[src/hw/rtl/gradient_color_map_assert.svh]
// ----------------------------------------------------------------------------
// Gradient color map assertion macros
// Concurrent checks on the clk/rst domain; empty when SYNTHESIS is set.
// ----------------------------------------------------------------------------
`ifndef GRADIENT_COLOR_MAP_ASSERT_SVH
`define GRADIENT_COLOR_MAP_ASSERT_SVH

`ifndef SYNTHESIS

// The condition holds at every clock edge out of reset.
`define GCM_ASSERT(lbl, cond, msg) \
  lbl: assert property (@(posedge clk) disable iff (rst) (cond)) else $error(msg);

// The antecedent at one edge implies the consequent at the next edge.
`define GCM_ASSERT_NEXT(lbl, ante, cons, msg) \
  lbl: assert property (@(posedge clk) disable iff (rst) (ante) |=> (cons)) \
    else $error(msg);

`else

`define GCM_ASSERT(lbl, cond, msg)
`define GCM_ASSERT_NEXT(lbl, ante, cons, msg)

`endif

`endif

[src/hw/rtl/gcm_pkg.sv]
// ----------------------------------------------------------------------------
// Gradient color map package
// Widths, stop reset values and the request types shared by the pipeline.
// ----------------------------------------------------------------------------
package gcm_pkg;

  localparam int POS_W             = 16;
  localparam int CH_W              = 8;
  localparam int NUM_CH            = 3;
  localparam int STOP_W            = POS_W + NUM_CH * CH_W;
  localparam int PROD_W            = POS_W + CH_W;
  localparam int IN_DATA_W         = 16;
  localparam int OUT_DATA_W        = NUM_CH * CH_W;
  localparam int NUM_CFG_REGS      = 5;
  localparam int CFG_INDEX_W       = 3;
  localparam int MAX_STOPS         = 8;
  localparam int NUM_STOPS_DEFAULT = 5;
  localparam int DIV_BITS_PER_STAGE = 2;
  localparam int DIV_STAGES        = CH_W / DIV_BITS_PER_STAGE;

  // Stops past the fifth sit at position 1.0, black.
  localparam logic [STOP_W-1:0] STOP_RESET [MAX_STOPS] = '{
    40'd9306112, 40'd137455716143, 40'd274877972737, 40'd412316885169,
    40'd549755813888, 40'd549755813888, 40'd549755813888, 40'd549755813888
  };

  // Divider request: per-channel numerator magnitude and the shared span.
  typedef struct packed {
    logic [NUM_CH-1:0][PROD_W-1:0] num;
    logic [POS_W-1:0]              den;
    logic [NUM_CH-1:0]             neg;
    logic [NUM_CH-1:0][CH_W-1:0]   c_lo;
    logic                          interp;
    logic                          last;
  } div_req_t;

  typedef struct packed {
    logic [NUM_CH-1:0][CH_W-1:0] quot;
    logic [NUM_CH-1:0]           rem_nz;
    logic [NUM_CH-1:0]           neg;
    logic [NUM_CH-1:0][CH_W-1:0] c_lo;
    logic                        interp;
    logic                        last;
  } div_rsp_t;

endpackage

[src/hw/rtl/gradient_color_map.sv]
// ----------------------------------------------------------------------------
// Gradient color map
// Maps a Q1.15 pixel value to an RGB color over a row of gradient stops.
// ----------------------------------------------------------------------------
// Usage:
// Pixels enter on the s_axis stream, one pixel value per request, with tlast
// marking the final pixel of a frame. Colors leave on the m_axis stream in
// the same order, one per pixel, tlast copied from the input.
// Stops are written through cfg_we/cfg_index/cfg_data while no pixel is in
// flight; indexes past the last stop are ignored.
// There are eight register stages up to tvalid on the output: stop select
// (loaded at the accepting edge), span and color difference, multiply,
// four divider stages of two quotient bits each, and the output register
// with the floor fix-up. Throughput is one pixel per cycle while the
// receiver does not stall; every stage can then take a new request each
// cycle, and the eight-bit quotient is split over four stages.
// Reset empties the pipeline and loads the default five-stop palette.
// When the receiver stalls, the output holds and stages behind it keep
// filling empty slots; s_axis_tready falls only once every stage is full.
// ----------------------------------------------------------------------------
module gradient_color_map #(
  parameter int NUM_STOPS = gcm_pkg::NUM_STOPS_DEFAULT
) (
  input  logic                             clk,
  input  logic                             rst,
  input  logic                             s_axis_tvalid,
  output logic                             s_axis_tready,
  input  logic [gcm_pkg::IN_DATA_W-1:0]    s_axis_tdata,  // [15:0] pixel_value
  input  logic                             s_axis_tlast,
  output logic                             m_axis_tvalid,
  input  logic                             m_axis_tready,
  output logic [gcm_pkg::OUT_DATA_W-1:0]   m_axis_tdata,  // [7:0] red, [15:8] green, [23:16] blue
  output logic                             m_axis_tlast,
  input  logic                             cfg_we,
  input  logic [gcm_pkg::CFG_INDEX_W-1:0]  cfg_index,
  input  logic [gcm_pkg::STOP_W-1:0]       cfg_data
);
  import gcm_pkg::*;

  `include "gradient_color_map_assert.svh"

  localparam int CHAN_TOP = STOP_W - POS_W - 1;

  // Stop registers
  logic [STOP_W-1:0] stops [NUM_STOPS];

  always_ff @(posedge clk) begin
    if (rst) begin
      for (int i = 0; i < NUM_STOPS; i++) begin
        stops[i] <= STOP_RESET[i];
      end
    end else begin
      for (int i = 0; i < NUM_STOPS; i++) begin
        if (cfg_we && i < NUM_CFG_REGS && cfg_index == CFG_INDEX_W'(i)) begin
          stops[i] <= cfg_data;
        end
      end
    end
  end

  // Handshake chain
  logic s1_vld, s2_vld, s3_vld;
  logic en1, en2, en3, en_out;
  logic div_in_ready, div_out_valid;
  div_rsp_t div_rsp;

  assign en_out        = ~m_axis_tvalid | m_axis_tready;
  assign en3           = ~s3_vld | div_in_ready;
  assign en2           = ~s2_vld | en3;
  assign en1           = ~s1_vld | en2;
  assign s_axis_tready = en1;

  // Stage 1: find the enclosing pair of stops, or the one stop to copy
  logic [POS_W-1:0]     pos [NUM_STOPS];
  logic [POS_W-1:0]     v;
  logic [NUM_STOPS-1:0] first_ge, lo_sel, hi_sel;
  logic                 found, sel_interp;
  logic [STOP_W-1:0]    lo_w, hi_w;

  assign v = s_axis_tdata[POS_W-1:0];

  always_comb begin
    found      = 1'b0;
    first_ge   = '0;
    lo_sel     = '0;
    hi_sel     = '0;
    sel_interp = 1'b0;
    lo_w       = '0;
    hi_w       = '0;
    for (int i = 0; i < NUM_STOPS; i++) begin
      pos[i] = stops[i][STOP_W-1 -: POS_W];
    end
    for (int i = 1; i < NUM_STOPS; i++) begin
      first_ge[i] = (pos[i] >= v) & ~found;
      found       = found | (pos[i] >= v);
    end
    if (v <= pos[0]) begin
      lo_sel[0] = 1'b1;
    end else if (v >= pos[NUM_STOPS-1]) begin
      lo_sel[NUM_STOPS-1] = 1'b1;
    end else begin
      // The stop before the first one at or above the value lies strictly
      // below it, so the span is never zero.
      for (int i = 1; i < NUM_STOPS; i++) begin
        if (first_ge[i]) begin
          if (pos[i] == v) begin
            lo_sel[i] = 1'b1;
          end else begin
            lo_sel[i-1] = 1'b1;
            hi_sel[i]   = 1'b1;
            sel_interp  = 1'b1;
          end
        end
      end
    end
    for (int i = 0; i < NUM_STOPS; i++) begin
      lo_w = lo_w | ({STOP_W{lo_sel[i]}} & stops[i]);
      hi_w = hi_w | ({STOP_W{hi_sel[i]}} & stops[i]);
    end
  end

  logic [STOP_W-1:0] s1_lo_w, s1_hi_w;
  logic [POS_W-1:0]  s1_v;
  logic              s1_interp, s1_last;

  always_ff @(posedge clk) begin
    if (rst) begin
      s1_vld <= 1'b0;
    end else if (en1) begin
      s1_vld <= s_axis_tvalid;
    end
  end

  always_ff @(posedge clk) begin
    if (en1 && s_axis_tvalid) begin
      s1_lo_w   <= lo_w;
      s1_hi_w   <= hi_w;
      s1_v      <= v;
      s1_interp <= sel_interp;
      s1_last   <= s_axis_tlast;
    end
  end

  // Stage 2: span, offset and per-channel color difference
  logic [POS_W-1:0]              diff, den;
  logic [NUM_CH-1:0][CH_W-1:0]   c_lo, mag;
  logic [NUM_CH-1:0]             neg;
  logic [CH_W:0]                 dc;

  always_comb begin
    diff = s1_v - s1_lo_w[STOP_W-1 -: POS_W];
    den  = s1_hi_w[STOP_W-1 -: POS_W] - s1_lo_w[STOP_W-1 -: POS_W];
    dc   = '0;
    for (int ch = 0; ch < NUM_CH; ch++) begin
      c_lo[ch] = s1_lo_w[CHAN_TOP - CH_W*ch -: CH_W];
      dc       = {1'b0, s1_hi_w[CHAN_TOP - CH_W*ch -: CH_W]} - {1'b0, c_lo[ch]};
      neg[ch]  = dc[CH_W];
      mag[ch]  = dc[CH_W] ? CH_W'(-dc) : dc[CH_W-1:0];
    end
  end

  logic [POS_W-1:0]            s2_diff, s2_den;
  logic [NUM_CH-1:0][CH_W-1:0] s2_c_lo, s2_mag;
  logic [NUM_CH-1:0]           s2_neg;
  logic                        s2_interp, s2_last;

  always_ff @(posedge clk) begin
    if (rst) begin
      s2_vld <= 1'b0;
    end else if (en2) begin
      s2_vld <= s1_vld;
    end
  end

  always_ff @(posedge clk) begin
    if (en2 && s1_vld) begin
      s2_diff   <= diff;
      s2_den    <= den;
      s2_c_lo   <= c_lo;
      s2_mag    <= mag;
      s2_neg    <= neg;
      s2_interp <= s1_interp;
      s2_last   <= s1_last;
    end
  end

  // Stage 3: numerator magnitude per channel
  div_req_t req, s3_req;

  always_comb begin
    for (int ch = 0; ch < NUM_CH; ch++) begin
      req.num[ch] = PROD_W'(s2_mag[ch]) * PROD_W'(s2_diff);
    end
    req.den    = s2_den;
    req.neg    = s2_neg;
    req.c_lo   = s2_c_lo;
    req.interp = s2_interp;
    req.last   = s2_last;
  end

  always_ff @(posedge clk) begin
    if (rst) begin
      s3_vld <= 1'b0;
    end else if (en3) begin
      s3_vld <= s2_vld;
    end
  end

  always_ff @(posedge clk) begin
    if (en3 && s2_vld) begin
      s3_req <= req;
    end
  end

  gcm_divider u_divider (
    .clk       (clk),
    .rst       (rst),
    .in_valid  (s3_vld),
    .in_ready  (div_in_ready),
    .in_req    (s3_req),
    .out_valid (div_out_valid),
    .out_ready (en_out),
    .out_rsp   (div_rsp)
  );

  // Output stage: a falling color rounds toward minus infinity, so a
  // nonzero remainder takes one more step away from the low stop's color.
  logic [NUM_CH-1:0][CH_W-1:0] color;
  logic [CH_W:0]               q_adj, val;

  always_comb begin
    q_adj = '0;
    val   = '0;
    for (int ch = 0; ch < NUM_CH; ch++) begin
      q_adj = {1'b0, div_rsp.quot[ch]}
            + (CH_W+1)'(div_rsp.neg[ch] & div_rsp.rem_nz[ch]);
      val   = div_rsp.neg[ch] ? {1'b0, div_rsp.c_lo[ch]} - q_adj
                              : {1'b0, div_rsp.c_lo[ch]} + q_adj;
      color[ch] = div_rsp.interp ? val[CH_W-1:0] : div_rsp.c_lo[ch];
    end
  end

  always_ff @(posedge clk) begin
    if (rst) begin
      m_axis_tvalid <= 1'b0;
    end else if (en_out) begin
      m_axis_tvalid <= div_out_valid;
    end
  end

  always_ff @(posedge clk) begin
    if (en_out && div_out_valid) begin
      m_axis_tdata <= color;
      m_axis_tlast <= div_rsp.last;
    end
  end

  // Checks
  `GCM_ASSERT(a_span_encloses, !(s2_vld && s2_interp) || (s2_diff < s2_den), "offset outside span")
  `GCM_ASSERT(a_ready_when_empty, s1_vld || s_axis_tready, "input stalled with first stage empty")
  `GCM_ASSERT_NEXT(a_s1_drains, s1_vld && en2 && !(s_axis_tvalid && s_axis_tready), !s1_vld, "first stage kept a request")

endmodule

[src/hw/rtl/gcm_divider.sv]
// ----------------------------------------------------------------------------
// Gradient color map divider
// Pipelined restoring divider, three channels in parallel, two quotient bits
// per stage. Each stage holds its request while the next one cannot take it.
// ----------------------------------------------------------------------------
module gcm_divider (
  input  logic              clk,
  input  logic              rst,
  input  logic              in_valid,
  output logic              in_ready,
  input  gcm_pkg::div_req_t in_req,
  output logic              out_valid,
  input  logic              out_ready,
  output gcm_pkg::div_rsp_t out_rsp
);
  import gcm_pkg::*;

  typedef struct packed {
    logic [NUM_CH-1:0][POS_W-1:0] rem;
    logic [NUM_CH-1:0][CH_W-1:0]  bits;
    logic [POS_W-1:0]             den;
    logic [NUM_CH-1:0]            neg;
    logic [NUM_CH-1:0][CH_W-1:0]  c_lo;
    logic                         interp;
    logic                         last;
  } div_state_t;

  // The low dividend bits shift out of the top of bits while quotient bits
  // shift in at the bottom, so bits holds the quotient after the last stage.
  function automatic div_state_t div_step(div_state_t s);
    div_state_t       n;
    logic [POS_W:0]   t;
    n = s;
    for (int ch = 0; ch < NUM_CH; ch++) begin
      for (int k = 0; k < DIV_BITS_PER_STAGE; k++) begin
        t = {n.rem[ch], n.bits[ch][CH_W-1]};
        n.bits[ch] = {n.bits[ch][CH_W-2:0], 1'b0};
        if (t >= {1'b0, n.den}) begin
          n.rem[ch]     = t[POS_W-1:0] - n.den;
          n.bits[ch][0] = 1'b1;
        end else begin
          n.rem[ch] = t[POS_W-1:0];
        end
      end
    end
    return n;
  endfunction

  div_state_t              st     [DIV_STAGES];
  div_state_t              st_in  [DIV_STAGES];
  div_state_t              init;
  logic [DIV_STAGES-1:0]   vld;
  logic [DIV_STAGES-1:0]   vin;
  logic [DIV_STAGES:0]     en;

  // The numerator is below 256 times the span, so its upper bits start as
  // a remainder that is already smaller than the divisor.
  always_comb begin
    for (int ch = 0; ch < NUM_CH; ch++) begin
      init.rem[ch]  = in_req.num[ch][PROD_W-1 -: POS_W];
      init.bits[ch] = in_req.num[ch][CH_W-1:0];
    end
    init.den    = in_req.den;
    init.neg    = in_req.neg;
    init.c_lo   = in_req.c_lo;
    init.interp = in_req.interp;
    init.last   = in_req.last;
  end

  always_comb begin
    en[DIV_STAGES] = out_ready;
    for (int k = DIV_STAGES - 1; k >= 0; k--) begin
      en[k] = ~vld[k] | en[k+1];
    end
    st_in[0] = div_step(init);
    vin[0]   = in_valid;
    for (int k = 1; k < DIV_STAGES; k++) begin
      st_in[k] = div_step(st[k-1]);
      vin[k]   = vld[k-1];
    end
  end

  always_ff @(posedge clk) begin
    if (rst) begin
      vld <= '0;
    end else begin
      for (int k = 0; k < DIV_STAGES; k++) begin
        if (en[k]) begin
          vld[k] <= vin[k];
        end
      end
    end
  end

  always_ff @(posedge clk) begin
    for (int k = 0; k < DIV_STAGES; k++) begin
      if (en[k] && vin[k]) begin
        st[k] <= st_in[k];
      end
    end
  end

  assign in_ready  = en[0];
  assign out_valid = vld[DIV_STAGES-1];

  always_comb begin
    for (int ch = 0; ch < NUM_CH; ch++) begin
      out_rsp.quot[ch]   = st[DIV_STAGES-1].bits[ch];
      out_rsp.rem_nz[ch] = |st[DIV_STAGES-1].rem[ch];
    end
    out_rsp.neg    = st[DIV_STAGES-1].neg;
    out_rsp.c_lo   = st[DIV_STAGES-1].c_lo;
    out_rsp.interp = st[DIV_STAGES-1].interp;
    out_rsp.last   = st[DIV_STAGES-1].last;
  end

endmodule
[config.mk]
export PLATFORM = sky130hd
export DESIGN_NAME = gradient_color_map
export DESIGN_NICKNAME = d
export VERILOG_FILES = /design/src/hw/rtl/gcm_pkg.sv /design/src/hw/rtl/gradient_color_map.sv /design/src/hw/rtl/gcm_divider.sv
export VERILOG_INCLUDE_DIRS = /design/src /design/src/hw/rtl
export SDC_FILE = /design/constraint.sdc
export NUM_CORES = 2
export LEC_CHECK = 0
export CAP_MARGIN = 20
export CORE_ASPECT_RATIO = 1.25
export CORE_MARGIN = 3
export CORE_UTILIZATION = 40
export CTS_CLUSTER_DIAMETER = 120
export DETAILED_ROUTE_END_ITERATION = 10
export DONT_BUFFER_PORTS = 1
export GPL_TIMING_DRIVEN = 0
export SYNTH_ARGS = -nofsm -noshare
export SYNTH_HDL_FRONTEND = slang
export SYNTH_SLANG_ARGS = --single-unit
export TNS_END_PERCENT = 5
[constraint.sdc]
create_clock -name clk -period 13.4 [get_ports clk]
set_input_delay 0 -clock clk [delete_from_list [all_inputs] [get_ports clk]]
set_output_delay 0 -clock clk [all_outputs]
set_load 0.01 [all_outputs]
==> results_dict.tcl <==
set metrics [dict create \
    run_status "finished clean" \
    finClkSkew_ns 0.0428 \
    gr-total-overflow 0 \
    synth-async-reset-ratio_pct 0 \
    synth-edff-count 977 \
    final_antenna_net_count 0 \
    synth_nets 7575 \
    drc_errors 0 \
    final_area_mm2 0.0800 \
    hp-class "in -> reg" \
    synth_flop_cell "edfxtp_1" \
    muxShareOfSynthArea_pct 4.12 \
    holdWs_ns 0.0554 \
    synth-seq-area-share_pct 41.1 \
    slew_headroom_pct 28.6 \
    cap_violations 0 \
    cts_sinks 985 \
    p_leak_nw 32.4 \
    area_delta_synth_final_pct 11.4 \
    cts.clk_slew.worst_paths_ns 0.07 \
    place.port_buffers 0 \
    place_inst 8932 \
    synth_xor_area_share_pct 5.45 \
    peakVddDrop_v 0.000224 \
    hold_viol_final 0 \
    cp-start-kind "flop" \
    antenna_found_initial 6 \
    synth-compound-area-share_pct 13.8 \
    grt_pass1_vias 50860 \
    grtUsageTotal_pct 20.7 \
    drt_wl_total_mm 195 \
    min_period_over_period_pct 56.5 \
    grt_pass1_wl_mm 295 \
    syn_area_mm2 0.0718 \
    h-tree-depth 3 \
    tightest_slew_ns 1.07 \
    drtIter0Drc 3241 \
    grt_max_degree 36 \
    drive_gt1_share_pct 7.81 \
    cts_buffers 104 \
    routedWlPerCell_um 21.1 \
    post_cts_buffers 0 \
    root_buffer "clkbuf_16" \
    hpwl_mm 154 \
    path_class "reg -> reg" \
    io_pins 92 \
    syn_avg_cell_area_um2 11.0 \
    required_ns 13.89 \
    coreArea_mm2 0.178 \
    die_height_um 480 \
    rows 173 \
    ys_warn_count 0 \
    p_per_area_mw_per_mm2 222 \
    synthSimpleGateAreaFrac_pct 11.5 \
    num_vias 50365 \
    finalCriticalPeriod_ns 7.57 \
    nNetsFinal 7810 \
    start_util_pct 40.3 \
    end_kind "flop" \
    fmax_ghz 0.132 \
    mostFrequentLayoutCells "edfxtp_1, ha_1, inv_1" \
    netlist_instances 6543 \
    clock_latency_ns 0.75 \
    synth_top_family_by_area "adder cells" \
    placed_area_mm2 0.0754 \
    place_congestion 0.948 \
    tritoncts "built" \
    vias_per_cell 5.46 \
    dieWidth_um 385 \
    synth.distinct_cells 98 \
    finalSetupViolations 0 \
    slew_violations 0 \
    rsz0062_at_grt "no" \
    max-clock-path-buffers 3 \
    cp.arrival_ns 8.06 \
    cp_max_fo 12 \
    final_common_cell "edfxtp_1" \
    firstDrtPassIters 8 \
    final_cells 9232 \
    die-area_mm2 0.185 \
    synthAdderAreaFrac_pct 19.8 \
    synth-seq-cells 985 \
    final.setup.tns_ns 0 \
]
-- synth_stat cells, drive strengths merged, types with 75 or more instances --
| cell | number | area [um^2] |
|---|---|---|
| edfxtp | 977 | 29300 |
| ha | 683 | 8550 |
| inv | 643 | 2420 |
| nand2 | 451 | 1690 |
| nor2 | 347 | 1310 |
| a21oi | 319 | 1610 |
| and2 | 312 | 1950 |
| xnor2 | 304 | 2660 |
| fa | 284 | 5690 |
| o21ai | 257 | 1300 |
| mux2 | 237 | 2700 |
| a21o | 189 | 1420 |
| xor2 | 143 | 1250 |
| clkbuf | 122 | 459 |
| nor3 | 99 | 505 |
| o21a | 98 | 736 |
| nand4 | 75 | 469 |
-- worst paths after layout --
kind	to	depth (start not counted)	from	slack [ns]
worst max-delay path	u_divider.st[2][99]$_DFFE_PP_	21	u_divider.st[1][30]$_DFFE_PP_	5.83
worst min register to register	u_divider.st[0][52]$_DFFE_PP_	0	s3_req[50]$_DFFE_PP_	0.40
worst max register to register	u_divider.st[2][99]$_DFFE_PP_	21	u_divider.st[1][30]$_DFFE_PP_	5.83
worst min-delay path	stops[0][124]$_SDFFCE_PP1P_	2	cfg_data[4]	0.06
-- cell type report --
type | instances | area [um^2]
well taps | 2362 | 2960
fillers | 16403 | 98100
repair buffers | 129 | 1570
plain buffers | 153 | 636
clock inverters | 78 | 937
multi-input cells | 4762 | 39400
flip-flops and latches | 985 | 29500
inverters | 643 | 2420
clock buffers | 117 | 2650
diodes | 3 | 7.51
-- sequential cells by signal (all words and copies together) (netlist names), 3 cells and up --
register,count
s1_v,16
s1_lo_w,40
u_divider.st,452
s2_mag,24
s3_req,117
s1_hi_w,40
s2_diff,16
stops,200
req,24
m_axis_tdata,24
u_divider.vld,4
s2_neg,3
s2_den,16
-- power breakdown --
| group | internal [mW] | leakage [nW] | switching [mW] | total (mW) |
|---|---|---|---|---|
| logic | 4.65 | 21.5 | 5.64 | 10.3 |
| clock network | 1.73 | 1.71 | 1.26 | 3.00 |
| registers | 4.24 | 9.19 | 0.232 | 4.47 |
| total | 10.6 | 32.4 | 7.14 | 17.8 |
-- stage by stage --
step                      power [mW]  setup slack (ns)  utilization, %
after floorplan                 12.4              3.28               -
after global placement          14.6             0.143            42.0
after detailed placement        14.7              5.97            42.3
after CTS                       17.8              5.93            44.9
after global routing            19.3              5.37            44.9
final                           17.8              5.83            44.9
-- per-layer routing --
layer	part of all wire (%)	up-vias	track usage (%)
met5	0.017	-	0
met4	5.9	4	11.0
met3	3.9	431	2.29
met2	50	1265	37.2
met1	40	24446	24.2
li1	-	24219	-
-- worst max-delay path: stages (launching register included) --
cell,delay [ns]
edfxtp_1,0.40
inv_1,0.61
ha_1,0.36
nor2b_1,0.15
o31a_1,0.28
o41ai_1,0.43
a21oi_1,0.23
o21a_1,0.26
o21ai_1,0.46
clkbuf_1,0.52
mux2_2,0.42
ha_1,0.36
o21a_1,0.21
o31a_1,0.13
o41a_1,0.36
a211oi_1,0.57
o21a_1,0.21
o311ai_0,0.13
a21oi_1,0.15
a21boi_4,0.35
buf_2,0.33
mux2_2,0.38
-- kinds of logic after synthesis --
group | Yosys count
simple gates | 1659
compound gates | 1426
flops | 985
fa+ha+maj | 967
buf+inv | 796
xor+xnor | 447
mux | 263
-- repair_timing --
item / CTS / global route
hold buffers: 101 / 0
endpoints found under the hold margin: 401 / 0
gates resized for setup: 0 / 0
No activity file was read; power rests on OpenSTA's default activity.
